### config.mk
export PLATFORM = sky130hd
export DESIGN_NAME = access_code_check_with_lockout_unit
export DESIGN_NICKNAME = d
export VERILOG_FILES = /design/src/acclk_pkg.sv /design/src/access_code_check_with_lockout_unit.sv
export SDC_FILE = /design/constraint.sdc
export NUM_CORES = 1
export LEC_CHECK = 0
export ABC_AREA = 1
export BUFFER_PORTS_ARGS = -buffer_cell sky130_fd_sc_hd__buf_2
export CORE_ASPECT_RATIO = 1.1
export CORE_MARGIN = 1
export CORE_UTILIZATION = 40
export DETAILED_ROUTE_END_ITERATION = 10
export PLACE_DENSITY = 0.54
export SLEW_MARGIN = 20
export SYNTH_ARGS = -nofsm -noshare
export SYNTH_HDL_FRONTEND = slang
export SYNTH_SLANG_ARGS = --single-unit
### constraint.sdc
create_clock -name clk -period 4.84 [get_ports clk]
set_input_delay 0.968 -clock clk [delete_from_list [all_inputs] [get_ports clk]]
set_output_delay 0.968 -clock clk [all_outputs]
set_load 0.02 [all_outputs]
### src/acclk_pkg.sv
// -----------------------------------------------------------------------------
// Access code check package
// Status codes, register indexes, widths and reset values shared by the block.
// -----------------------------------------------------------------------------
package acclk_pkg;

	localparam int CODE_DIGITS = 6;

	localparam int CODE_W  = 20;
	localparam int TIME_W  = 32;
	localparam int LIMIT_W = 8;
	localparam int CHAR_W  = 8;
	localparam int COUNT_W = 4;
	localparam int FAIL_W  = 8;
	localparam int CFG_IDX_W = 2;
	localparam int CFG_DATA_W = 32;

	localparam logic [CODE_W-1:0]  ACC_MAX       = '1;
	localparam logic [COUNT_W-1:0] COUNT_MAX     = '1;
	localparam logic [FAIL_W-1:0]  FAIL_MAX      = '1;
	localparam logic [TIME_W-1:0]  LIFETIME_RST  = 32'd300000;
	localparam logic [LIMIT_W-1:0] LIMIT_RST     = 8'd5;
	localparam logic [CHAR_W-1:0]  CHAR_ZERO     = 8'h30;
	localparam logic [CHAR_W-1:0]  CHAR_NINE     = 8'h39;

	typedef enum logic [1:0] {
		ST_OK           = 2'd0,
		ST_INVALID      = 2'd1,
		ST_RATE_LIMITED = 2'd2,
		ST_EXPIRED      = 2'd3
	} status_t;

	typedef enum logic [CFG_IDX_W-1:0] {
		REG_CODE_VALUE    = 2'd0,
		REG_ISSUE_TIME    = 2'd1,
		REG_LIFETIME_MS   = 2'd2,
		REG_FAILURE_LIMIT = 2'd3
	} reg_idx_t;

endpackage

### src/access_code_check_with_lockout_unit.sv
// -----------------------------------------------------------------------------
// Access code check with lockout
// Builds a decimal candidate from characters and judges it on the last one.
// -----------------------------------------------------------------------------
//  channel | signals                               | direction | transfer when
//  --------+---------------------------------------+-----------+----------------------
//  char    | char_valid char_stall char_code ...   | in        | valid & !stall
//  result  | result_valid result_stall status ...  | out       | valid & !stall
//  cfg     | cfg_we cfg_index cfg_wdata            | in        | cfg_we
//
//  One character per cycle unless a last character is held: an item waits in
//  the input register and its result, if any, is loaded into the result
//  register as the item leaves it; the combinational accumulate and judge
//  path sets the rate.
//  arst_n clears state, configuration to reset values and both valid flags.
//  A last character waits in the input register while the result register is
//  full and stalled; characters that are not last pass through regardless.
// -----------------------------------------------------------------------------
module access_code_check_with_lockout_unit
	import acclk_pkg::*;
(
	input  logic                  clk,
	input  logic                  arst_n,
	input  logic                  char_valid,
	output logic                  char_stall,
	input  logic [CHAR_W-1:0]     char_code,
	input  logic                  has_char,
	input  logic                  is_last,
	input  logic [TIME_W-1:0]     now_ms,
	output logic                  result_valid,
	input  logic                  result_stall,
	output logic [1:0]            status,
	output logic [FAIL_W-1:0]     failure_count,
	input  logic                  cfg_we,
	input  logic [CFG_IDX_W-1:0]  cfg_index,
	input  logic [CFG_DATA_W-1:0] cfg_wdata
);

	// configuration
	logic [CODE_W-1:0]  code_value_q;
	logic [TIME_W-1:0]  issue_time_q;
	logic [TIME_W-1:0]  lifetime_q;
	logic [LIMIT_W-1:0] limit_q;

	// candidate and lockout state
	logic [CODE_W-1:0]  acc_q;
	logic [COUNT_W-1:0] count_q;
	logic               bad_q;
	logic [FAIL_W-1:0]  fail_q;
	logic               locked_q;

	// input register
	logic               valid_s1;
	logic [CHAR_W-1:0]  char_s1;
	logic               has_s1;
	logic               last_s1;
	logic [TIME_W-1:0]  now_s1;

	// result register
	logic               res_valid_q;
	status_t            status_q;
	logic [FAIL_W-1:0]  fail_out_q;

	logic               out_free;
	logic               advance;
	logic               take_in;

	logic               is_digit;
	logic [CODE_W+3:0]  acc_x10;
	logic [CODE_W+3:0]  acc_sum;
	logic [CODE_W-1:0]  acc_n;
	logic [COUNT_W-1:0] count_n;
	logic               bad_n;
	logic [TIME_W-1:0]  elapsed;
	logic               expired;
	logic               match;
	logic [FAIL_W-1:0]  fail_inc;
	status_t            status_n;
	logic [FAIL_W-1:0]  fail_n;
	logic               locked_n;

	assign out_free   = !res_valid_q || !result_stall;
	assign advance    = valid_s1 && (!last_s1 || out_free);
	assign char_stall = valid_s1 && !advance;
	assign take_in    = char_valid && !char_stall;

	// accumulate the character in hand
	always_comb begin
		is_digit = (char_s1 >= CHAR_ZERO) && (char_s1 <= CHAR_NINE);
		acc_x10  = {1'b0, acc_q, 3'b000} + {3'b000, acc_q, 1'b0};
		acc_sum  = acc_x10 + {{CODE_W{1'b0}}, char_s1[3:0]};
		acc_n    = acc_q;
		count_n  = count_q;
		bad_n    = bad_q;
		if (has_s1) begin
			if (count_q != COUNT_MAX)
				count_n = count_q + COUNT_W'(1);
			if (!is_digit) begin
				bad_n = 1'b1;
			end else if (acc_sum > {4'b0000, ACC_MAX}) begin
				bad_n = 1'b1;
				acc_n = ACC_MAX;
			end else begin
				acc_n = acc_sum[CODE_W-1:0];
			end
		end
	end

	// judge on the last character
	always_comb begin
		elapsed  = now_s1 - issue_time_q;
		expired  = elapsed > lifetime_q;
		match    = (count_n == COUNT_W'(CODE_DIGITS)) && !bad_n && (acc_n == code_value_q);
		fail_inc = (fail_q != FAIL_MAX) ? fail_q + FAIL_W'(1) : fail_q;
		status_n = ST_INVALID;
		fail_n   = fail_q;
		locked_n = locked_q;
		if (locked_q) begin
			status_n = ST_RATE_LIMITED;
		end else if (expired) begin
			status_n = ST_EXPIRED;
		end else if (match) begin
			status_n = ST_OK;
			fail_n   = '0;
		end else begin
			fail_n = fail_inc;
			if (fail_inc >= limit_q) begin
				status_n = ST_RATE_LIMITED;
				locked_n = 1'b1;
			end
		end
	end

	always_ff @(posedge clk or negedge arst_n) begin
		if (!arst_n) begin
			code_value_q <= '0;
			issue_time_q <= '0;
			lifetime_q   <= LIFETIME_RST;
			limit_q      <= LIMIT_RST;
		end else if (cfg_we) begin
			case (reg_idx_t'(cfg_index))
				REG_CODE_VALUE:    code_value_q <= cfg_wdata[CODE_W-1:0];
				REG_ISSUE_TIME:    issue_time_q <= cfg_wdata[TIME_W-1:0];
				REG_LIFETIME_MS:   lifetime_q   <= cfg_wdata[TIME_W-1:0];
				REG_FAILURE_LIMIT: limit_q      <= cfg_wdata[LIMIT_W-1:0];
				default:           ;
			endcase
		end
	end

	always_ff @(posedge clk or negedge arst_n) begin
		if (!arst_n) begin
			valid_s1 <= 1'b0;
		end else if (take_in || advance) begin
			valid_s1 <= take_in;
		end
	end

	always_ff @(posedge clk) begin
		if (take_in) begin
			char_s1 <= char_code;
			has_s1  <= has_char;
			last_s1 <= is_last;
			now_s1  <= now_ms;
		end
	end

	always_ff @(posedge clk or negedge arst_n) begin
		if (!arst_n) begin
			acc_q    <= '0;
			count_q  <= '0;
			bad_q    <= 1'b0;
			fail_q   <= '0;
			locked_q <= 1'b0;
		end else if (advance) begin
			if (last_s1) begin
				// start the next candidate afresh
				acc_q    <= '0;
				count_q  <= '0;
				bad_q    <= 1'b0;
				fail_q   <= fail_n;
				locked_q <= locked_n;
			end else begin
				acc_q   <= acc_n;
				count_q <= count_n;
				bad_q   <= bad_n;
			end
		end
	end

	always_ff @(posedge clk or negedge arst_n) begin
		if (!arst_n) begin
			res_valid_q <= 1'b0;
		end else if (out_free) begin
			res_valid_q <= advance && last_s1;
		end
	end

	always_ff @(posedge clk) begin
		if (advance && last_s1) begin
			status_q   <= status_n;
			fail_out_q <= fail_n;
		end
	end

	assign result_valid  = res_valid_q;
	assign status        = status_q;
	assign failure_count = fail_out_q;

	// lock is sticky until reset
	assert property (@(posedge clk) disable iff (!arst_n) locked_q |=> locked_q)
		else $error("lock flag cleared without reset");

	assert property (@(posedge clk) disable iff (!arst_n)
		$rose(locked_q) |-> res_valid_q && (status_q == ST_RATE_LIMITED))
		else $error("lock taken without a rate limited result");

	assert property (@(posedge clk) disable iff (!arst_n)
		res_valid_q && (status_q == ST_OK) |-> (fail_out_q == '0) && (fail_q == '0))
		else $error("accepted code left failures standing");

	assert property (@(posedge clk) disable iff (!arst_n)
		char_stall |-> valid_s1 && last_s1 && res_valid_q && result_stall)
		else $error("input stalled without a blocked result");

endmodule

# Word-level counts from Yosys, hierarchy flattened
# Cells that the tools add are included.
# W data, S select, Z words.
# op_classes
magnitude_cmp	5
n_reduce_logical	23
eq_ne	7
muxes	22
addsub	5
# ops
op	count
$mux W20	4
$gt A32 B32 Y1	1
$mux W8	4
$sub A32 B32 Y32	1
$add A23 B21 Y24	1
$add A24 B4 Y24	1
$gt A24 B20 Y1 const B	1
$eq A20 B20 Y1	1
$mux W4	3
$reduce_and A2 Y1	5
$mux W1	9
$add A8 B1 Y8 const B	1
$ge A8 B6 Y1 const B	1
$ge A8 B8 Y1	1
$le A8 B6 Y1 const B	1
$ne A8 B8 Y1 const B	1
$logic_and A1 B1 Y1	7
$logic_not A1 Y1	6
$add A4 B1 Y4 const B	1
$eq A2 B2 Y1 const B	2
$eq A4 B3 Y1 const B	1
$mux W2	2
$ne A4 B4 Y1 const B	1
$logic_or A1 B1 Y1	3
other kinds (3)	3
# totals
elab_cells	80
input_bits	81
regBits	180
out_inout_bits	12

# Longest topological paths before layout
# Gate-level depths: netlist of the first run.
# logic_depth
depth_word	12
ltp_mapped	33

# Worst setup path after synthesis of the first run
# OpenSTA, ideal clock, no wires.
# synth_path
kind	register to register
from	reg now_s1[0]
to	reg fail_out_q[5] (netlist: failure_count[5]), data pin
required_time_ps	4582
path_stages_with_launch	31
setup_time_ps	258
n_path_buf	1
slack_ps	635
synth_period_minus_slack_ps	4205
arrival_time_ps	3947
cell_sequence	edfxtp_1 -> inv_1 -> ha_1 -> inv_1 -> fa_1 -> nand3_1 -> nand2_1 -> a31oi_1 -> o21ai_0 -> a21oi_1 -> o21ai_0 -> nand2_1 -> o211ai_1 -> nand2_1 -> nand2_1 -> a21oi_1 -> xor2_1 -> ha_1 -> nand2_1 -> inv_1 -> nand3_1 -> inv_1 -> nand4_1 -> a31o_2 -> nand4_1 -> nand2_1 -> nand2_1 -> clkbuf_1 -> nor2_1 -> nand2_1 -> nand2_1
# synth_via
elab_chain_len	4
# synth_lines
item	line_no	rtl
from (decl)	access_code_check_with_lockout_unit.sv:57	logic [TIME_W-1:0] now_s1;
from (signal assigned)	access_code_check_with_lockout_unit.sv:164	now_s1 <= now_ms;
$sub A32 B32 Y32	access_code_check_with_lockout_unit.sv:111	elapsed = now_s1 - issue_time_q;
$gt A32 B32 Y1	access_code_check_with_lockout_unit.sv:112	expired = elapsed > lifetime_q;
$mux W8	access_code_check_with_lockout_unit.sv:120	end else if (expired) begin
$mux W8	access_code_check_with_lockout_unit.sv:118	if (locked_q) begin
via fail_n[5]	access_code_check_with_lockout_unit.sv:79	logic [FAIL_W-1:0] fail_n;
to (signal assigned)	access_code_check_with_lockout_unit.sv:202	fail_out_q <= fail_n;
to (decl)	access_code_check_with_lockout_unit.sv:62	logic [FAIL_W-1:0] fail_out_q;
# The timed path passes the listed nets, and every way through them passes these cells.
# A chain may end at the register's enable or synchronous reset.

# Worst setup path in the final report of the first run
# layout_path
from	reg now_s1[0]
to	reg fail_out_q[7] (netlist: failure_count[7]), data pin
# The elaborated chain is that of the path after synthesis.

==> out/qor.yml, run 1 <==
outcome:
  status: "finished clean"
clock_network:
  holdBufCountCts: 0
  insertion_delay_ns: 0.44
  clock_tree.buffer_depth: 2
  htree_levels: 4
  numCtsBuffers: 17
  path_clk_slew_ns: 0.07
  root_buffer: "clkbuf_16"
  cts_resized: 0
  clock-sinks: 180
  cts_tree: "built"
  cts_setup_buffers: 0
sta:
  hold_viol: 0
  final_max_slew_viol_count: 0
  period_minus_slack_ns: 4.34
  fin_setup_tns_ns: 0
  rsz0062_at_grt: "no"
  clock-skew-final_ns: 0.0165
  fmax_mhz: 230
  relSlewSlack_pct: 50.5
  fin_crit_sh_pct: 89.8
  whs_ns: 0.486
  tightest_slew_ns: 0.743
  finalSetupViolCount: 0
synth:
  ys_seq_area_share_pct: 41.1
  ys_ff_latch: 180
  synth_area_leaders: "dfrtp_1, nand2_1, edfxtp_1, ha_1, inv_1"
  synth_commonest_cells: "nand2_1, inv_1, dfrtp_1, o21ai_0, ha_1"
  syn_inst: 1479
  ys.flop_type: "dfrtp_1"
  yosys_warnings: 0
  syn_avg_cell_area_um2: 7.87
  async_flop_share_pct: 71.1
  yosysTopAreaCell: "dfrtp_1"
  synth_nets: 1675
  yosysTopAreaCellShare_pct: 25.4
  synth_edf_count: 52
  ys_types: 43
  syn_area_mm2: 0.0116
  synth.most_common_cell: "nand2_1"
worst_setup_path:
  r2r_slack_ns: 0.50
  setup.worst_path.start_class: "register"
  cpLargestDelayFamily: "simple AND/OR/NAND/NOR gates"
  slowest_stage: "fa_1"
  crit_required_ns: 5.02
  criticalPathCategory: "reg -> reg"
  worstRegToRegCells: 30
  cp_common_cell: "nand2_1"
  regToRegEndpoint: "failure_count[7]"
  crit-reg2reg-launch: "now_s1[0]"
  max_stage_delay_ns: 0.40
  end_kind: "register"
  worstPathBufferInverterCount: 5
  path_max_fanout: 16
  cp.arrival_ns: 4.53
placed_design:
  place.gp.congestion: 0.928
  dpl_cell_area_mm2: 0.0125
  place_hpwl_um: 21100
  port_buffers: 92
power:
  irDropWorstVdd_v: 0.000229
  clkPwrFrac_pct: 31.5
  intPower_w: 0.00293
  power.density_mw_per_mm2: 337
  pwr-share-comb_pct: 27.2
  p_sw_share_pct: 33.9
  total_power_w: 0.00443
  switchingPower_w: 0.00150
  p_leak_nw: 6.79
  pwr-share-seq_pct: 41.4
floorplanning:
  die_w_um: 165
  coreArea_mm2: 0.0286
  die_h_um: 181
  num_rows: 65
  initial_core_util_pct: 40.6
  io-pin-count: 93
  die_area_mm2: 0.0298
worst_hold_path:
  holdPathStages: 2
  hold_path.startpoint: "issue_time_q[21]"
  worst_hold_path_type: "reg -> reg"
  min_to: "issue_time_q[21]"
route:
  drcViolationCount: 0
  dr_total_vias: 9521
  wl_per_cell_um: 14.2
  via_per_inst: 4.89
  drtAntennaViolNets: 0
  routed_wl_um: 27700
  first_pass_iters: 5
  drtIter0Drc: 493
global_routing:
  antenna_found_initial: 0
  grt-ovfl-total: 0
  grtUsageTotal_pct: 19.8
  grt_pass1_wl_um: 46400
  grt_max_degree: 129
  first_global_vias: 9446
final_layout:
  drive_above_1_share_pct: 11.0
  antenna_cells: 0
  area_growth_pct: 12.9
  num-nets-final: 1764
  postLayoutCellArea_mm2: 0.0131
flow_run:
  drv_cap: 0
## worst reg2reg max path, delay by kind of cell, from the launching register on
| family | cells | cell delay [ns] |
|---|---|---|
| AOI/OAI and AO/OA | 7 | 1.20 |
| DFF | 1 | 0.37 |
| xor gates and xnor gates | 1 | 0.09 |
| and+or+nand+nor | 14 | 1.24 |
| adders and majority gates | 3 | 0.80 |
| buffers and inverters | 5 | 0.40 |
## power groups by stage
| stage | sequential (W) | clock, W | combinational (W) |
|---|---|---|---|
| after detailed placement | 0.00186 | 0 | 0.00121 |
| after global placement | 0.00186 | 0 | 0.00120 |
| after global routing | 0.00185 | 0.00149 | 0.00141 |
| after CTS | 0.00183 | 0.00143 | 0.00122 |
| final | 0.00183 | 0.00139 | 0.00120 |
| after floorplan | 0.00183 | 0 | 0.000878 |
## layout make-up
type / instances / area (um^2)
fill: 2945 / 15500
multi-input combinational: 1029 / 5860
sequential: 180 / 4780
inverter: 239 / 897
timing repair buffer: 101 / 556
tap: 368 / 460
clock buffer: 18 / 439
clock inverter: 14 / 148
## worst max path at each step
stage,start,to,slack [ns],cells past startpoint
final,now_s1[0],failure_count[7],0.50,30
after detailed placement,issue_time_q[2],fail_q[6],0.15,29
after CTS,issue_time_q[2],fail_q[6],0.13,29
after global placement,now_s1[0],failure_count[5],0.30,30
after global routing,now_s1[0],fail_q[6],0.02,33
after floorplan,now_s1[0],failure_count[5],0.64,30
## layer usage
layer	GRT usage [%]	wire length (um)	up-vias
li1	-	-	4979
met4	5.54	404	0
met1	25.2	12900	4396
met2	34.6	13700	119
met5	0	0	-
met3	2.69	627	27
## kinds of logic after synthesis
kind of cell    synth area share (%)
simple gates                    22.1
buf+inv                         8.91
compound gates                  11.7
flops                           41.1
fa+ha+maj                       12.6
xor+xnor                        3.69
## placed cells by master (no fill, tap or decap), drive strengths merged, types with 10 or more instances in the layout
cell | netlist | layout
clkbuf | 27 | 18
inv | 238 | 250
buf | 4 | 101
nand3b | 18 | 18
dfrtp | 118 | 118
o22ai | 22 | 22
nand4 | 16 | 16
nand3 | 62 | 62
nor2 | 89 | 89
xnor2 | 14 | 14
o21ai | 120 | 120
nand2 | 419 | 419
a21oi | 72 | 72
ha | 112 | 112
xor2 | 35 | 35
dfstp | 10 | 10
edfxtp | 52 | 52
## registers in the layout (all words and copies together), names as in the netlist, 2 cells and up
name	flops
count_q	4
issue_time_q	32
failure_count	8
code_value_q	20
char_s1	8
acc_q	20
fail_q	8
lifetime_q	32
now_s1	32
status	2
limit_q	8
## per-stage QoR
stage	util, %	instances	setup slack (ns)
6_report	45.9	1949	0.495
5_1_grt	45.9	1949	0.0220
4_1_cts	45.8	1949	0.133
3_5_place_dp	43.8	1917	0.148
3_3_place_gp	43.8	1917	0.297
2_1_floorplan	-	1479	0.635
(Power assumes the default switching activity.)
==> run 2: changes to the inputs <==
--- a/config.mk
+++ b/config.mk
@@ -5,7 +5,7 @@
 export SDC_FILE = /design/constraint.sdc
 export NUM_CORES = 1
 export LEC_CHECK = 0
-export ABC_AREA = 1
+export ABC_AREA = 0
 export BUFFER_PORTS_ARGS = -buffer_cell sky130_fd_sc_hd__buf_2
 export CORE_ASPECT_RATIO = 1.1
 export CORE_MARGIN = 1
==> run 2 against run 1 <==
The run now ends with negative setup slack left; core utilization grew 3.2 points; critical path depth shrank 3; sequential power grew 7%; area after synthesis is essentially flat; non-clock buffer count grew 86; power grew 20%; cell count shrank 12%; design area grew 6.9%; highest routed layer unchanged.
==> out/qor.yml, run 2 <==
floorplanning:
  die_h_um: 181  # about the same
  die_area_mm2: 0.0297  # about the same
  io-pin-count: 93  # unchanged
  coreArea_mm2: 0.0286  # unchanged
  num_rows: 65  # unchanged
  die_w_um: 165  # about the same
  initial_core_util_pct: 40.6  # about the same
sta:
  clock-skew-final_ns: 0.0135  # -0.00305 ns
  relSlewSlack_pct: 35.2  # -15 points
  final_max_slew_viol_count: 0  # unchanged
  fmax_mhz: 195  # -15%
  fin_crit_sh_pct: 106  # +16 points
  fin_ws_ns: -0.288  # -0.783 ns
  fin_setup_tns_ns: -4.41  # -4.41 ns
  finalSetupViolCount: 19  # +19
  tightest_slew_ns: 0.972  # +0.229 ns
  period_minus_slack_ns: 5.13  # +0.783 ns
  hold_viol: 0  # unchanged
  rsz0062_at_grt: "yes"
worst_setup_path:
  cp_common_cell: "a21oi_2"
  cp.arrival_ns: 5.46  # +0.93 ns
  max_stage_delay_ns: 0.37  # -0.03 ns
  worstPathBufferInverterCount: 6  # +1
  end_kind: "register"
  slowest_stage: "fa_2"
  crit_required_ns: 5.17  # +0.15 ns
  path_max_fanout: 4  # -12
  criticalPathCategory: "reg -> reg"
  setup.worst_path.start_class: "register"
  cpLargestDelayFamily: "compound AO/OA/AOI/OAI gates"
  r2r_slack_ns: -0.29  # -0.78 ns
synth:
  synth_nets: 1366  # -18%
  synth_edf_count: 52  # unchanged
  ys_seq_area_share_pct: 41.1  # about the same
  synth.most_common_cell: "dfrtp_1"
  syn_area_mm2: 0.0116  # about the same
  synth_commonest_cells: "dfrtp_1, inv_1, ha_1, mux2_2, nor2_1"
  ys_ff_latch: 180  # unchanged
  async_flop_share_pct: 71.1  # unchanged
  synth_area_leaders: "dfrtp_1, edfxtp_1, ha_1, mux2_2, inv_1"
  yosysTopAreaCell: "dfrtp_1"
  yosys_warnings: 0  # unchanged
  ys.flop_type: "dfrtp_1"
  syn_avg_cell_area_um2: 9.93  # +26%
  yosysTopAreaCellShare_pct: 25.4  # about the same
  syn_inst: 1170  # -21%
  ys_types: 71  # +65%
global_routing:
  grtUsageTotal_pct: 21.5  # +1.7 points
  grt-ovfl-total: 0  # unchanged
  antenna_found_initial: 0  # unchanged
  first_global_vias: 9459  # +0.14%
  grt_pass1_wl_um: 49400  # +6.4%
  grt_max_degree: 68  # -47%
clock_network:
  path_clk_slew_ns: 0.07  # about the same
  clock-sinks: 180  # unchanged
  holdBufCountCts: 0  # unchanged
  clock_tree.buffer_depth: 2  # unchanged
  htree_levels: 4  # unchanged
  root_buffer: "clkbuf_16"
  numCtsBuffers: 17  # unchanged
  cts_tree: "built"
  insertion_delay_ns: 0.44  # about the same
final_layout:
  area_growth_pct: 20.7
  final_cell_mix: "dfrtp_1, inv_1, ha_1"
  final_cells: 1724  # -12%
  antenna_cells: 0  # unchanged
  drive_above_1_share_pct: 27.7  # +17 points
  reg_top3: "issue_time_q (32), lifetime_q (32), now_s1 (32)"
  num-nets-final: 1539  # -13%
  final_common_cell: "dfrtp_1"
worst_hold_path:
  worst_hold_path_type: "reg -> reg"
route:
  drcViolationCount: 0  # unchanged
  wl_per_cell_um: 17.6  # +24%
  drtAntennaViolNets: 0  # unchanged
  first_pass_iters: 5  # unchanged
  drtIter0Drc: 414  # -16%
  routed_wl_um: 30400  # +10%
  dr_total_vias: 9227  # -3.1%
  via_per_inst: 5.35  # +9.6%
outcome:
  violations: "negative setup slack"
  status: "complete, but fails checks"
placed_design:
  place.gp.congestion: 0.903  # -2.7%
  place_hpwl_um: 23100  # +9.7%
  place_inst: 1680  # -12%
  post-place-ws_ns: -0.618  # -0.767 ns
  port_buffers: 92  # unchanged
power:
  power.density_mw_per_mm2: 378  # +12%
  total_power_w: 0.00530  # +20%
  irDropWorstVdd_v: 0.000244  # +6.6%
  p_leak_nw: 6.47  # -4.8%
flow_run:
  drv_cap: 0  # unchanged
[run 2: cell types whose count changed after synthesis, moves of 17 or more]
cell | previous run | this run
nand2_1 | 419 | 67
inv_1 | 229 | 115
mux2_2 | 0 | 88
o21ai_0 | 116 | 75
nand3_1 | 57 | 32
xnor2_1 | 14 | 38
a21o_1 | 2 | 25
a211oi_1 | 1 | 18
[run 2: path summary, 6_finish.rpt]
kind                       cells past startpoint             start                to
setup / recovery                              27         now_s1[0]          locked_q
hold / removal                                 1  issue_time_q[24]  issue_time_q[24]
setup reg to reg                              27         now_s1[0]          locked_q
hold reg to reg                                1  issue_time_q[24]  issue_time_q[24]
max in group asynchronous                      2            arst_n     lifetime_q[8]
min in group asynchronous                      1            arst_n  issue_time_q[30]
[run 2: through the flow]
step                hold WS [ns]  instance area [um^2]  utilization [%]
floorplan                  0.479                 11700                -
global placement           0.489                 13100             45.8
detailed placement         0.494                 13100             45.8
CTS                        0.510                 13800             48.3
global route               0.516                 14000             49.0
finish                     0.504                 14000             49.0
[run 2: layout make-up]
| type | instances | area (um^2) |
|---|---|---|
| clock buffer | 21 | 482 |
| clock inverter | 11 | 108 |
| fill | 2724 | 14600 |
| inverter | 115 | 434 |
| multi-input combinational | 842 | 6570 |
| sequential | 180 | 4780 |
| tap | 368 | 460 |
| timing repair buffer | 187 | 1210 |
[run 2: what timing repair did]
action	in CTS	in global routing
setup buffers	5	7
cloned	1	0
resized for setup	23	35
pin swaps	16	10
setup endpoints to repair	19	19
hold endpoints to repair	0	0
[run 2: cell families after synthesis]
family                   after synthesis  synth area share (%)
adder cells (fa/ha/maj)              115                  12.6
AO/OA/AOI/OAI                        272                  15.1
XOR/XNOR                              60                  4.52
flip-flops                           180                  41.1
AND/OR/NAND/NOR                      299                  12.7
buffers and inverters                148                  4.80
multiplexers                          96                  9.21
[run 2: per-layer routing]
| layer | track usage, % | wire, um |
|---|---|---|
| met3 | 3.60 | 895 |
| met1 | 27.2 | 13500 |
| met5 | 0 | 0 |
| met4 | 7.23 | 651 |
| met2 | 36.9 | 15400 |
[run 2: where the power goes]
| part | leakage [nW] | internal, W | switching (W) |
|---|---|---|---|
| clock network | 0.297 | 0.000778 | 0.000627 |
| logic | 4.12 | 0.000954 | 0.000984 |
| registers | 2.06 | 0.00180 | 0.000162 |
| total | 6.47 | 0.00353 | 0.00177 |
[run 2: worst register-to-register path, cell delays in order (launching register included)]
cell	delay (ns)
edfxtp_1	0.36
inv_1	0.06
ha_2	0.18
inv_2	0.04
fa_2	0.37
a21oi_2	0.18
o21ai_2	0.11
a21oi_2	0.19
o311ai_2	0.12
a2111oi_2	0.31
buf_4	0.18
o31ai_4	0.06
o41ai_2	0.27
o21bai_1	0.13
a21oi_1	0.17
xnor2_1	0.11
ha_1	0.31
nand4_1	0.22
nor2_2	0.28
nand3_1	0.13
a21oi_2	0.18
a2111oi_4	0.07
a21oi_2	0.29
buf_4	0.20
buf_4	0.10
buf_6	0.09
nor3_1	0.05
a211o_1	0.27
